==> src/rtl/dss_pkg.sv <==
// Shared types and constants for the two-stacks-in-one-store unit.
package dss_pkg;

  localparam int unsigned OpW     = 3;
  localparam int unsigned DataW   = 32;
  localparam int unsigned StatusW = 2;

  typedef enum logic [OpW-1:0] {
    OP_PUSH_LOW  = 3'd0,
    OP_PUSH_HIGH = 3'd1,
    OP_POP_LOW   = 3'd2,
    OP_POP_HIGH  = 3'd3,
    OP_DUMP_LOW  = 3'd4,
    OP_DUMP_HIGH = 3'd5
  } op_e;

  typedef enum logic [StatusW-1:0] {
    ST_OK    = 2'd0,
    ST_FULL  = 2'd1,
    ST_EMPTY = 2'd2
  } status_e;

  typedef enum logic [1:0] {
    S_IDLE,
    S_EXEC,
    S_DUMP,
    S_RESP
  } state_e;

  typedef struct packed {
    logic    load_in;
    logic    push_low;
    logic    push_high;
    logic    pop_low;
    logic    pop_high;
    logic    dump_low;
    logic    dump_high;
    logic    dump_read;
    logic    out_load;
    logic    out_mem;
    status_e out_status;
  } cmd_t;

  typedef struct packed {
    op_e  op;
    logic full;
    logic low_empty;
    logic high_empty;
    logic last;
    logic out_free;
  } sts_t;

endpackage

==> src/rtl/dual_stack_shared_array_unit.sv <==
// Top level of the two-stacks-in-one-store unit.
// Push: input registered in IDLE, result loaded to the output in EXEC; then IDLE again.
// Pop: the store read in EXEC is registered and loaded into the output register in RESP.
// Dump: EXEC, then DUMP and RESP once per word; back to IDLE after the last word's beat.
// Any beat waits while the output register still holds a beat the sink has not taken.
// Reset clears both stack counts and the output valid; the store is not cleared.
module dual_stack_shared_array_unit import dss_pkg::*; #(
  parameter int unsigned DEPTH = 16
) (
  input  logic                      clk_i,
  input  logic                      rst_ni,
  input  logic                      s_axis_tvalid_i,
  output logic                      s_axis_tready_o,
  input  logic signed [DataW-1:0]   s_axis_tdata_i,  // push_value
  input  logic        [OpW-1:0]     s_axis_tuser_i,  // operation
  output logic                      m_axis_tvalid_o,
  input  logic                      m_axis_tready_i,
  output logic signed [DataW-1:0]   m_axis_tdata_o,  // data_word
  output logic        [StatusW-1:0] m_axis_tuser_o,  // status
  output logic                      m_axis_tlast_o
);

  cmd_t cmd;
  sts_t sts;

  dss_ctrl u_ctrl (
    .clk_i           (clk_i),
    .rst_ni          (rst_ni),
    .s_axis_tvalid_i (s_axis_tvalid_i),
    .s_axis_tready_o (s_axis_tready_o),
    .sts_i           (sts),
    .cmd_o           (cmd)
  );

  dss_datapath #(
    .DEPTH (DEPTH)
  ) u_datapath (
    .clk_i           (clk_i),
    .rst_ni          (rst_ni),
    .s_axis_tdata_i  (s_axis_tdata_i),
    .s_axis_tuser_i  (s_axis_tuser_i),
    .m_axis_tvalid_o (m_axis_tvalid_o),
    .m_axis_tready_i (m_axis_tready_i),
    .m_axis_tdata_o  (m_axis_tdata_o),
    .m_axis_tuser_o  (m_axis_tuser_o),
    .m_axis_tlast_o  (m_axis_tlast_o),
    .cmd_i           (cmd),
    .sts_o           (sts)
  );

endmodule

==> src/rtl/dss_ctrl.sv <==
// Controller state machine that sequences pushes, pops and dumps.
module dss_ctrl import dss_pkg::*; (
  input  logic clk_i,
  input  logic rst_ni,
  input  logic s_axis_tvalid_i,
  output logic s_axis_tready_o,
  input  sts_t sts_i,
  output cmd_t cmd_o
);

  state_e state_q, state_d;

  always_ff @(posedge clk_i or negedge rst_ni) begin
    if (!rst_ni) begin
      state_q <= S_IDLE;
    end else begin
      state_q <= state_d;
    end
  end

  always_comb begin
    state_d         = state_q;
    cmd_o           = '0;
    cmd_o.out_status = ST_OK;
    s_axis_tready_o = 1'b0;
    case (state_q)
      S_IDLE: begin
        s_axis_tready_o = 1'b1;
        if (s_axis_tvalid_i) begin
          cmd_o.load_in = 1'b1;
          state_d       = S_EXEC;
        end
      end
      S_EXEC: begin
        case (sts_i.op)
          OP_PUSH_LOW, OP_PUSH_HIGH: begin
            if (sts_i.out_free) begin
              cmd_o.out_load = 1'b1;
              if (sts_i.full) begin
                cmd_o.out_status = ST_FULL;
              end else begin
                cmd_o.push_low  = (sts_i.op == OP_PUSH_LOW);
                cmd_o.push_high = (sts_i.op == OP_PUSH_HIGH);
              end
              state_d = S_IDLE;
            end
          end
          OP_POP_LOW, OP_DUMP_LOW: begin
            if (sts_i.low_empty) begin
              if (sts_i.out_free) begin
                cmd_o.out_load   = 1'b1;
                cmd_o.out_status = ST_EMPTY;
                state_d          = S_IDLE;
              end
            end else if (sts_i.op == OP_POP_LOW) begin
              cmd_o.pop_low = 1'b1;
              state_d       = S_RESP;
            end else begin
              cmd_o.dump_low = 1'b1;
              state_d        = S_DUMP;
            end
          end
          OP_POP_HIGH, OP_DUMP_HIGH: begin
            if (sts_i.high_empty) begin
              if (sts_i.out_free) begin
                cmd_o.out_load   = 1'b1;
                cmd_o.out_status = ST_EMPTY;
                state_d          = S_IDLE;
              end
            end else if (sts_i.op == OP_POP_HIGH) begin
              cmd_o.pop_high = 1'b1;
              state_d        = S_RESP;
            end else begin
              cmd_o.dump_high = 1'b1;
              state_d         = S_DUMP;
            end
          end
          default: begin
            state_d = S_IDLE;
          end
        endcase
      end
      S_DUMP: begin
        cmd_o.dump_read = 1'b1;
        state_d         = S_RESP;
      end
      S_RESP: begin
        if (sts_i.out_free) begin
          cmd_o.out_load = 1'b1;
          cmd_o.out_mem  = 1'b1;
          state_d        = sts_i.last ? S_IDLE : S_DUMP;
        end
      end
      default: begin
        state_d = S_IDLE;
      end
    endcase
  end

endmodule

==> src/rtl/dss_datapath.sv <==
// Datapath with the shared store, both stack counts and the output register.
module dss_datapath import dss_pkg::*; #(
  parameter int unsigned DEPTH = 16
) (
  input  logic                      clk_i,
  input  logic                      rst_ni,
  input  logic signed [DataW-1:0]   s_axis_tdata_i,
  input  logic        [OpW-1:0]     s_axis_tuser_i,
  output logic                      m_axis_tvalid_o,
  input  logic                      m_axis_tready_i,
  output logic signed [DataW-1:0]   m_axis_tdata_o,
  output logic        [StatusW-1:0] m_axis_tuser_o,
  output logic                      m_axis_tlast_o,
  input  cmd_t                      cmd_i,
  output sts_t                      sts_o
);

  localparam int unsigned AW = (DEPTH > 1) ? $clog2(DEPTH) : 1;
  localparam int unsigned CW = $clog2(DEPTH + 1);
  localparam logic [CW-1:0] DepthC   = CW'(DEPTH);
  localparam logic [CW:0]   DepthSum = (CW + 1)'(DEPTH);
  localparam logic [AW-1:0] TopAddr  = AW'(DEPTH - 1);

  logic        [OpW-1:0]   op_q;
  logic signed [DataW-1:0] val_q;
  logic        [CW-1:0]    count_low_q, count_low_d;
  logic        [CW-1:0]    count_high_q, count_high_d;
  logic        [AW-1:0]    idx_q, end_q;
  logic                    last_q;
  logic signed [DataW-1:0] mem_q [DEPTH];
  logic signed [DataW-1:0] rd_data_q;

  logic                    out_valid_q;
  logic        [StatusW-1:0] out_status_q;
  logic signed [DataW-1:0] out_data_q;
  logic                    out_last_q;

  logic [CW:0]   sum;
  logic [CW-1:0] low_m1, high_base, high_next;
  logic          we, re;
  logic [AW-1:0] waddr, raddr;

  assign sum       = {1'b0, count_low_q} + {1'b0, count_high_q};
  assign low_m1    = count_low_q - CW'(1);
  assign high_base = DepthC - count_high_q;
  assign high_next = high_base - CW'(1);

  assign we    = cmd_i.push_low | cmd_i.push_high;
  assign waddr = cmd_i.push_high ? high_next[AW-1:0] : count_low_q[AW-1:0];
  assign re    = cmd_i.pop_low | cmd_i.pop_high | cmd_i.dump_read;

  always_comb begin
    if (cmd_i.pop_low) begin
      raddr = low_m1[AW-1:0];
    end else if (cmd_i.pop_high) begin
      raddr = high_base[AW-1:0];
    end else begin
      raddr = idx_q;
    end
  end

  always_comb begin
    count_low_d  = count_low_q;
    count_high_d = count_high_q;
    if (cmd_i.push_low) begin
      count_low_d = count_low_q + CW'(1);
    end else if (cmd_i.pop_low) begin
      count_low_d = low_m1;
    end
    if (cmd_i.push_high) begin
      count_high_d = count_high_q + CW'(1);
    end else if (cmd_i.pop_high) begin
      count_high_d = count_high_q - CW'(1);
    end
  end

  always_ff @(posedge clk_i or negedge rst_ni) begin
    if (!rst_ni) begin
      count_low_q  <= '0;
      count_high_q <= '0;
      out_valid_q  <= 1'b0;
    end else begin
      count_low_q  <= count_low_d;
      count_high_q <= count_high_d;
      if (cmd_i.out_load) begin
        out_valid_q <= 1'b1;
      end else if (m_axis_tready_i) begin
        out_valid_q <= 1'b0;
      end
    end
  end

  always_ff @(posedge clk_i) begin
    if (cmd_i.load_in) begin
      op_q  <= s_axis_tuser_i;
      val_q <= s_axis_tdata_i;
    end
    if (cmd_i.dump_low) begin
      idx_q <= '0;
      end_q <= low_m1[AW-1:0];
    end else if (cmd_i.dump_high) begin
      idx_q <= high_base[AW-1:0];
      end_q <= TopAddr;
    end else if (cmd_i.dump_read) begin
      idx_q <= idx_q + AW'(1);
    end
    if (cmd_i.pop_low || cmd_i.pop_high) begin
      last_q <= 1'b1;
    end else if (cmd_i.dump_read) begin
      last_q <= (idx_q == end_q);
    end
    if (we) begin
      mem_q[waddr] <= val_q;
    end
    if (re) begin
      rd_data_q <= mem_q[raddr];
    end
    if (cmd_i.out_load) begin
      out_status_q <= cmd_i.out_status;
      out_data_q   <= cmd_i.out_mem ? rd_data_q : '0;
      out_last_q   <= cmd_i.out_mem ? last_q : 1'b1;
    end
  end

  assign sts_o.op         = op_e'(op_q);
  assign sts_o.full       = (sum >= DepthSum);
  assign sts_o.low_empty  = (count_low_q == '0);
  assign sts_o.high_empty = (count_high_q == '0);
  assign sts_o.last       = last_q;
  assign sts_o.out_free   = !out_valid_q || m_axis_tready_i;

  assign m_axis_tvalid_o = out_valid_q;
  assign m_axis_tdata_o  = out_data_q;
  assign m_axis_tuser_o  = out_status_q;
  assign m_axis_tlast_o  = out_last_q;

  a_no_overfill: assert property (@(posedge clk_i) disable iff (!rst_ni)
    sum <= DepthSum)
    else $error("Stacks hold more words than the store has.");

  a_push_not_full: assert property (@(posedge clk_i) disable iff (!rst_ni)
    (cmd_i.push_low || cmd_i.push_high) |-> !sts_o.full)
    else $error("Push while the store is full.");

  a_no_overwrite: assert property (@(posedge clk_i) disable iff (!rst_ni)
    cmd_i.out_load |-> (!out_valid_q || m_axis_tready_i))
    else $error("Output register loaded while a beat is still pending.");

  a_pop_not_empty: assert property (@(posedge clk_i) disable iff (!rst_ni)
    (cmd_i.pop_low |-> !sts_o.low_empty) and (cmd_i.pop_high |-> !sts_o.high_empty))
    else $error("Pop from an empty stack.");

endmodule
==> config.mk <==
export PLATFORM = sky130hd
export DESIGN_NAME = dual_stack_shared_array_unit
export DESIGN_NICKNAME = d
export VERILOG_FILES = /design/src/rtl/dss_pkg.sv /design/src/rtl/dual_stack_shared_array_unit.sv /design/src/rtl/dss_ctrl.sv /design/src/rtl/dss_datapath.sv
export SDC_FILE = /design/constraint.sdc
export NUM_CORES = 1
export LEC_CHECK = 0
export BUFFER_PORTS_ARGS = -buffer_cell sky130_fd_sc_hd__buf_2
export CAP_MARGIN = 20
export CELL_PAD_IN_SITES_DETAIL_PLACEMENT = 0
export CELL_PAD_IN_SITES_GLOBAL_PLACEMENT = 1
export CORE_MARGIN = 3
export CORE_UTILIZATION = 25
export DETAILED_ROUTE_END_ITERATION = 10
export HOLD_SLACK_MARGIN = 0.05
export PLACE_DENSITY_LB_ADDON = 0.05
export RECOVER_POWER = 25
export REMOVE_ABC_BUFFERS = 1
export SLEW_MARGIN = 20
export SYNTH_ARGS = -nofsm -noshare
export SYNTH_HDL_FRONTEND = slang
export SYNTH_SLANG_ARGS = --single-unit
==> constraint.sdc <==
create_clock -name clk_i -period 7.2 [get_ports clk_i]
set_clock_uncertainty 0.15 [all_clocks]
set_input_delay 1.08 -clock clk_i [delete_from_list [all_inputs] [get_ports clk_i]]
set_output_delay 1.08 -clock clk_i [all_outputs]
set_load 0.02 [all_outputs]
==> impl_metrics.yaml <==
final_layout:
  drive_gt1_frac: 0.1621
  regArea_um2: 18980
  multi_input_area_um2: 5858
  fill_cells: 9931
  syn_to_final_growth_pct: 18.10
  antennaDiodeCount: 0
  stdcell_count: 3107
  fin_nets: 1805
yosys:
  synth_top_area_share: 0.7345
  synth.area.top_cells: "edfxtp_1, nand2_1, a32o_1"
  yosysSeqAreaShare: 0.7513
  yosys.cell_count.top_type: "edfxtp_1"
  netlist_area_um2: 25270
  async_reset_ff_frac: 0.02044
  avgSynthCellArea_um2: 15.09
  yosysWarnings: 0
  synth_seq_cells: 636
  yosysTopAreaCell: "edfxtp_1"
  synth_cell_types: 69
  synth_flop_cell: "edfxtp_1"
  synth_edf_count: 618
  syn_inst: 1674
  synthTopCellsByCount: "edfxtp_1, nand2_1, a21oi_1, nand3_1, a32o_1"
worst_setup_path:
  end_kind: "flip-flop"
  worstRegToRegCells: 9
  reg2reg_from: "u_datapath.count_high_q[0]"
  start_kind: "flip-flop"
  r2r_slack_ns: 2.20
  crit_start: "u_datapath.count_high_q[0]"
  cp.required_ns: 7.48
  crit_type: "reg -> reg"
  r2r-end: "u_datapath.rd_data_q[29]"
  worstPathMaxFanout: 66
  worstPathArrival_ns: 5.27
grt:
  grt_pass1_wl_mm: 110.5
  grt_usage: 0.1476
  grt_pass1_vias: 14772
  grt_max_degree: 129
  overflow: 0
  grt_antenna_before_repair: 3
clock_tree:
  cts_made_buffers: 79
  tritoncts: "yes"
  cts_resized: 0
  cts-htree-levels: 3
  cts.path.max_buffers: 3
  root_buffer: "clkbuf_16"
  clk_pin_slew_ns: 0.06
  cts_setup_buffers: 0
  hold_buffers: 0
  clock_latency_ns: 0.63
  cts_sinks: 636
drt:
  vias: 14668
  ant_nets: 0
  post_drt_via_cell_ratio: 4.721
  drt_wl_total_mm: 77.55
  routedWlPerCell_um: 24.96
  drc: 0
  drtIter0Drc: 1131
  firstDrtPassIters: 5
status:
  status: "finished clean"
run:
  drv_cap: 0
power:
  leakage_nw: 9.710
  powerDensity_nw_per_um2: 422.5
  peakVddDrop_uv: 272.0
placed_design:
  placed_cells: 2962
  gp_congestion: 0.7084
  dp_slack_ns: 2.211
  portBuffers: 75
  dp_hpwl_mm: 42.78
worst_hold_path:
  min_path_cells: 1
  holdPathEnd: "u_ctrl.state_q[1]"
  min_from: "u_datapath.last_q"
  hp-class: "reg -> reg"
timing:
  period_share: 0.6941
  hold_ws_ns: 0.3259
  setup_viol: 0
  rsz0062_at_grt: "false"
  period_minus_slack_ns: 4.998
  hold_viol: 0
  maxSlewViolCount: 0
  fin_tns_setup_ns: 0
  worst_slack_ns: 2.202
  worstMarginPinSlew_ns: 1.068
  fmax_mhz: 200.1
  slew-limit-headroom: 0.2864
die:
  die_w_um: 323.9
  die_area_um2: 104900
  initial_core_util: 0.2545
  die_h_um: 323.9
  core_area_um2: 99280
  num_io_pins: 76
  rows: 115
routing by layer:
layer  vias to the layer above  GRT usage  wire (um)
li1                       6709          -          -
met1                      7566     0.2048      36540
met2                       296     0.2405      36620
met3                        97    0.02439       2821
met4                         0    0.03741       1571
met5                         -          0          0
kinds of logic after synthesis:
kind of cell	synth area share
flip-flops	0.7513
AND/OR/NAND/NOR	0.08864
AO/OA/AOI/OAI	0.1057
buffers and inverters	0.02525
multiplexers	0.01644
XOR/XNOR	0.007279
adder cells (fa/ha/maj)	0.005348
state kept, by name, summed over array words and instances (netlist names):
name                        count
u_datapath.rd_data_q           32
u_datapath.last_q               1
u_datapath.mem_q              512
u_datapath.m_axis_tlast_o       1
u_ctrl.state_q                  2
u_datapath.idx_q                4
u_datapath.m_axis_tuser_o       2
u_datapath.count_high_q         5
u_datapath.m_axis_tvalid_o      1
u_datapath.op_q                 3
u_datapath.count_low_q          5
u_datapath.m_axis_tdata_o      32
u_datapath.end_q                4
u_datapath.val_q               32
final cells by class:
type	instances	area share
sequential	636	0.6362
multi-input combinational	905	0.1963
clock buffer	114	0.07417
tap	1287	0.05396
timing repair buffer	121	0.02772
clock inverter	31	0.01002
inverter	13	0.001635
metrics by stage:
stage | utilization | power, W | area [um2]
floorplan | - | 0.007147 | 24680
global placement | 0.2745 | 0.008886 | 27250
detailed placement | 0.2753 | 0.008918 | 27330
CTS | 0.3006 | 0.01289 | 29840
global route | 0.3006 | 0.01334 | 29840
finish | 0.3006 | 0.01261 | 29840
worst max path at each step:
stage	to	slack [ns]	cells past startpoint
finish	u_datapath.rd_data_q[29]	2.20	9
global route	u_datapath.rd_data_q[23]	1.91	9
CTS	u_datapath.rd_data_q[28]	2.17	9
detailed placement	u_datapath.rd_data_q[28]	2.21	9
global placement	u_datapath.mem_q[7][14]	2.27	9
floorplan	u_datapath.rd_data_q[0]	1.02	9
power by group:
part | internal (W) | switching [W] | leakage (nW)
Combinational | 0.00128 | 0.00259 | 2.70
Clock | 0.00234 | 0.00154 | 1.22
Sequential | 0.00456 | 0.000286 | 5.79
Total | 0.00819 | 0.00442 | 9.71
cell usage in the layout (no fill, tap or decap), types with 10 or more instances in the layout:
cell,count
edfxtp_1,618
nand2_1,274
clkbuf_16,83
a21oi_1,77
nand3_1,72
buf_2,72
a32o_1,62
o21ai_0,46
buf_4,39
a211oi_1,36
and3_1,35
and2_1,35
mux2_2,33
clkbuf_1,32
o211ai_1,31
a222oi_1,31
a311o_1,31
nor2_4,18
nor2_1,16
clkinv_1,14
dfrtp_1,13
inv_1,12
nor3_1,11
xor2_1,11
xnor2_1,10
ha_1,10
worst max-delay path, stage by stage, from the launching register on:
cell	delay (ns)
dfrtp_1	0.52
inv_1	0.19
ha_1	0.46
o32ai_1	0.77
nand2_1	0.81
nand2_2	0.33
buf_4	0.75
a211oi_1	0.18
a311o_1	0.35
a222oi_1	0.23
No activity file was read; power rests on OpenSTA's default activity.
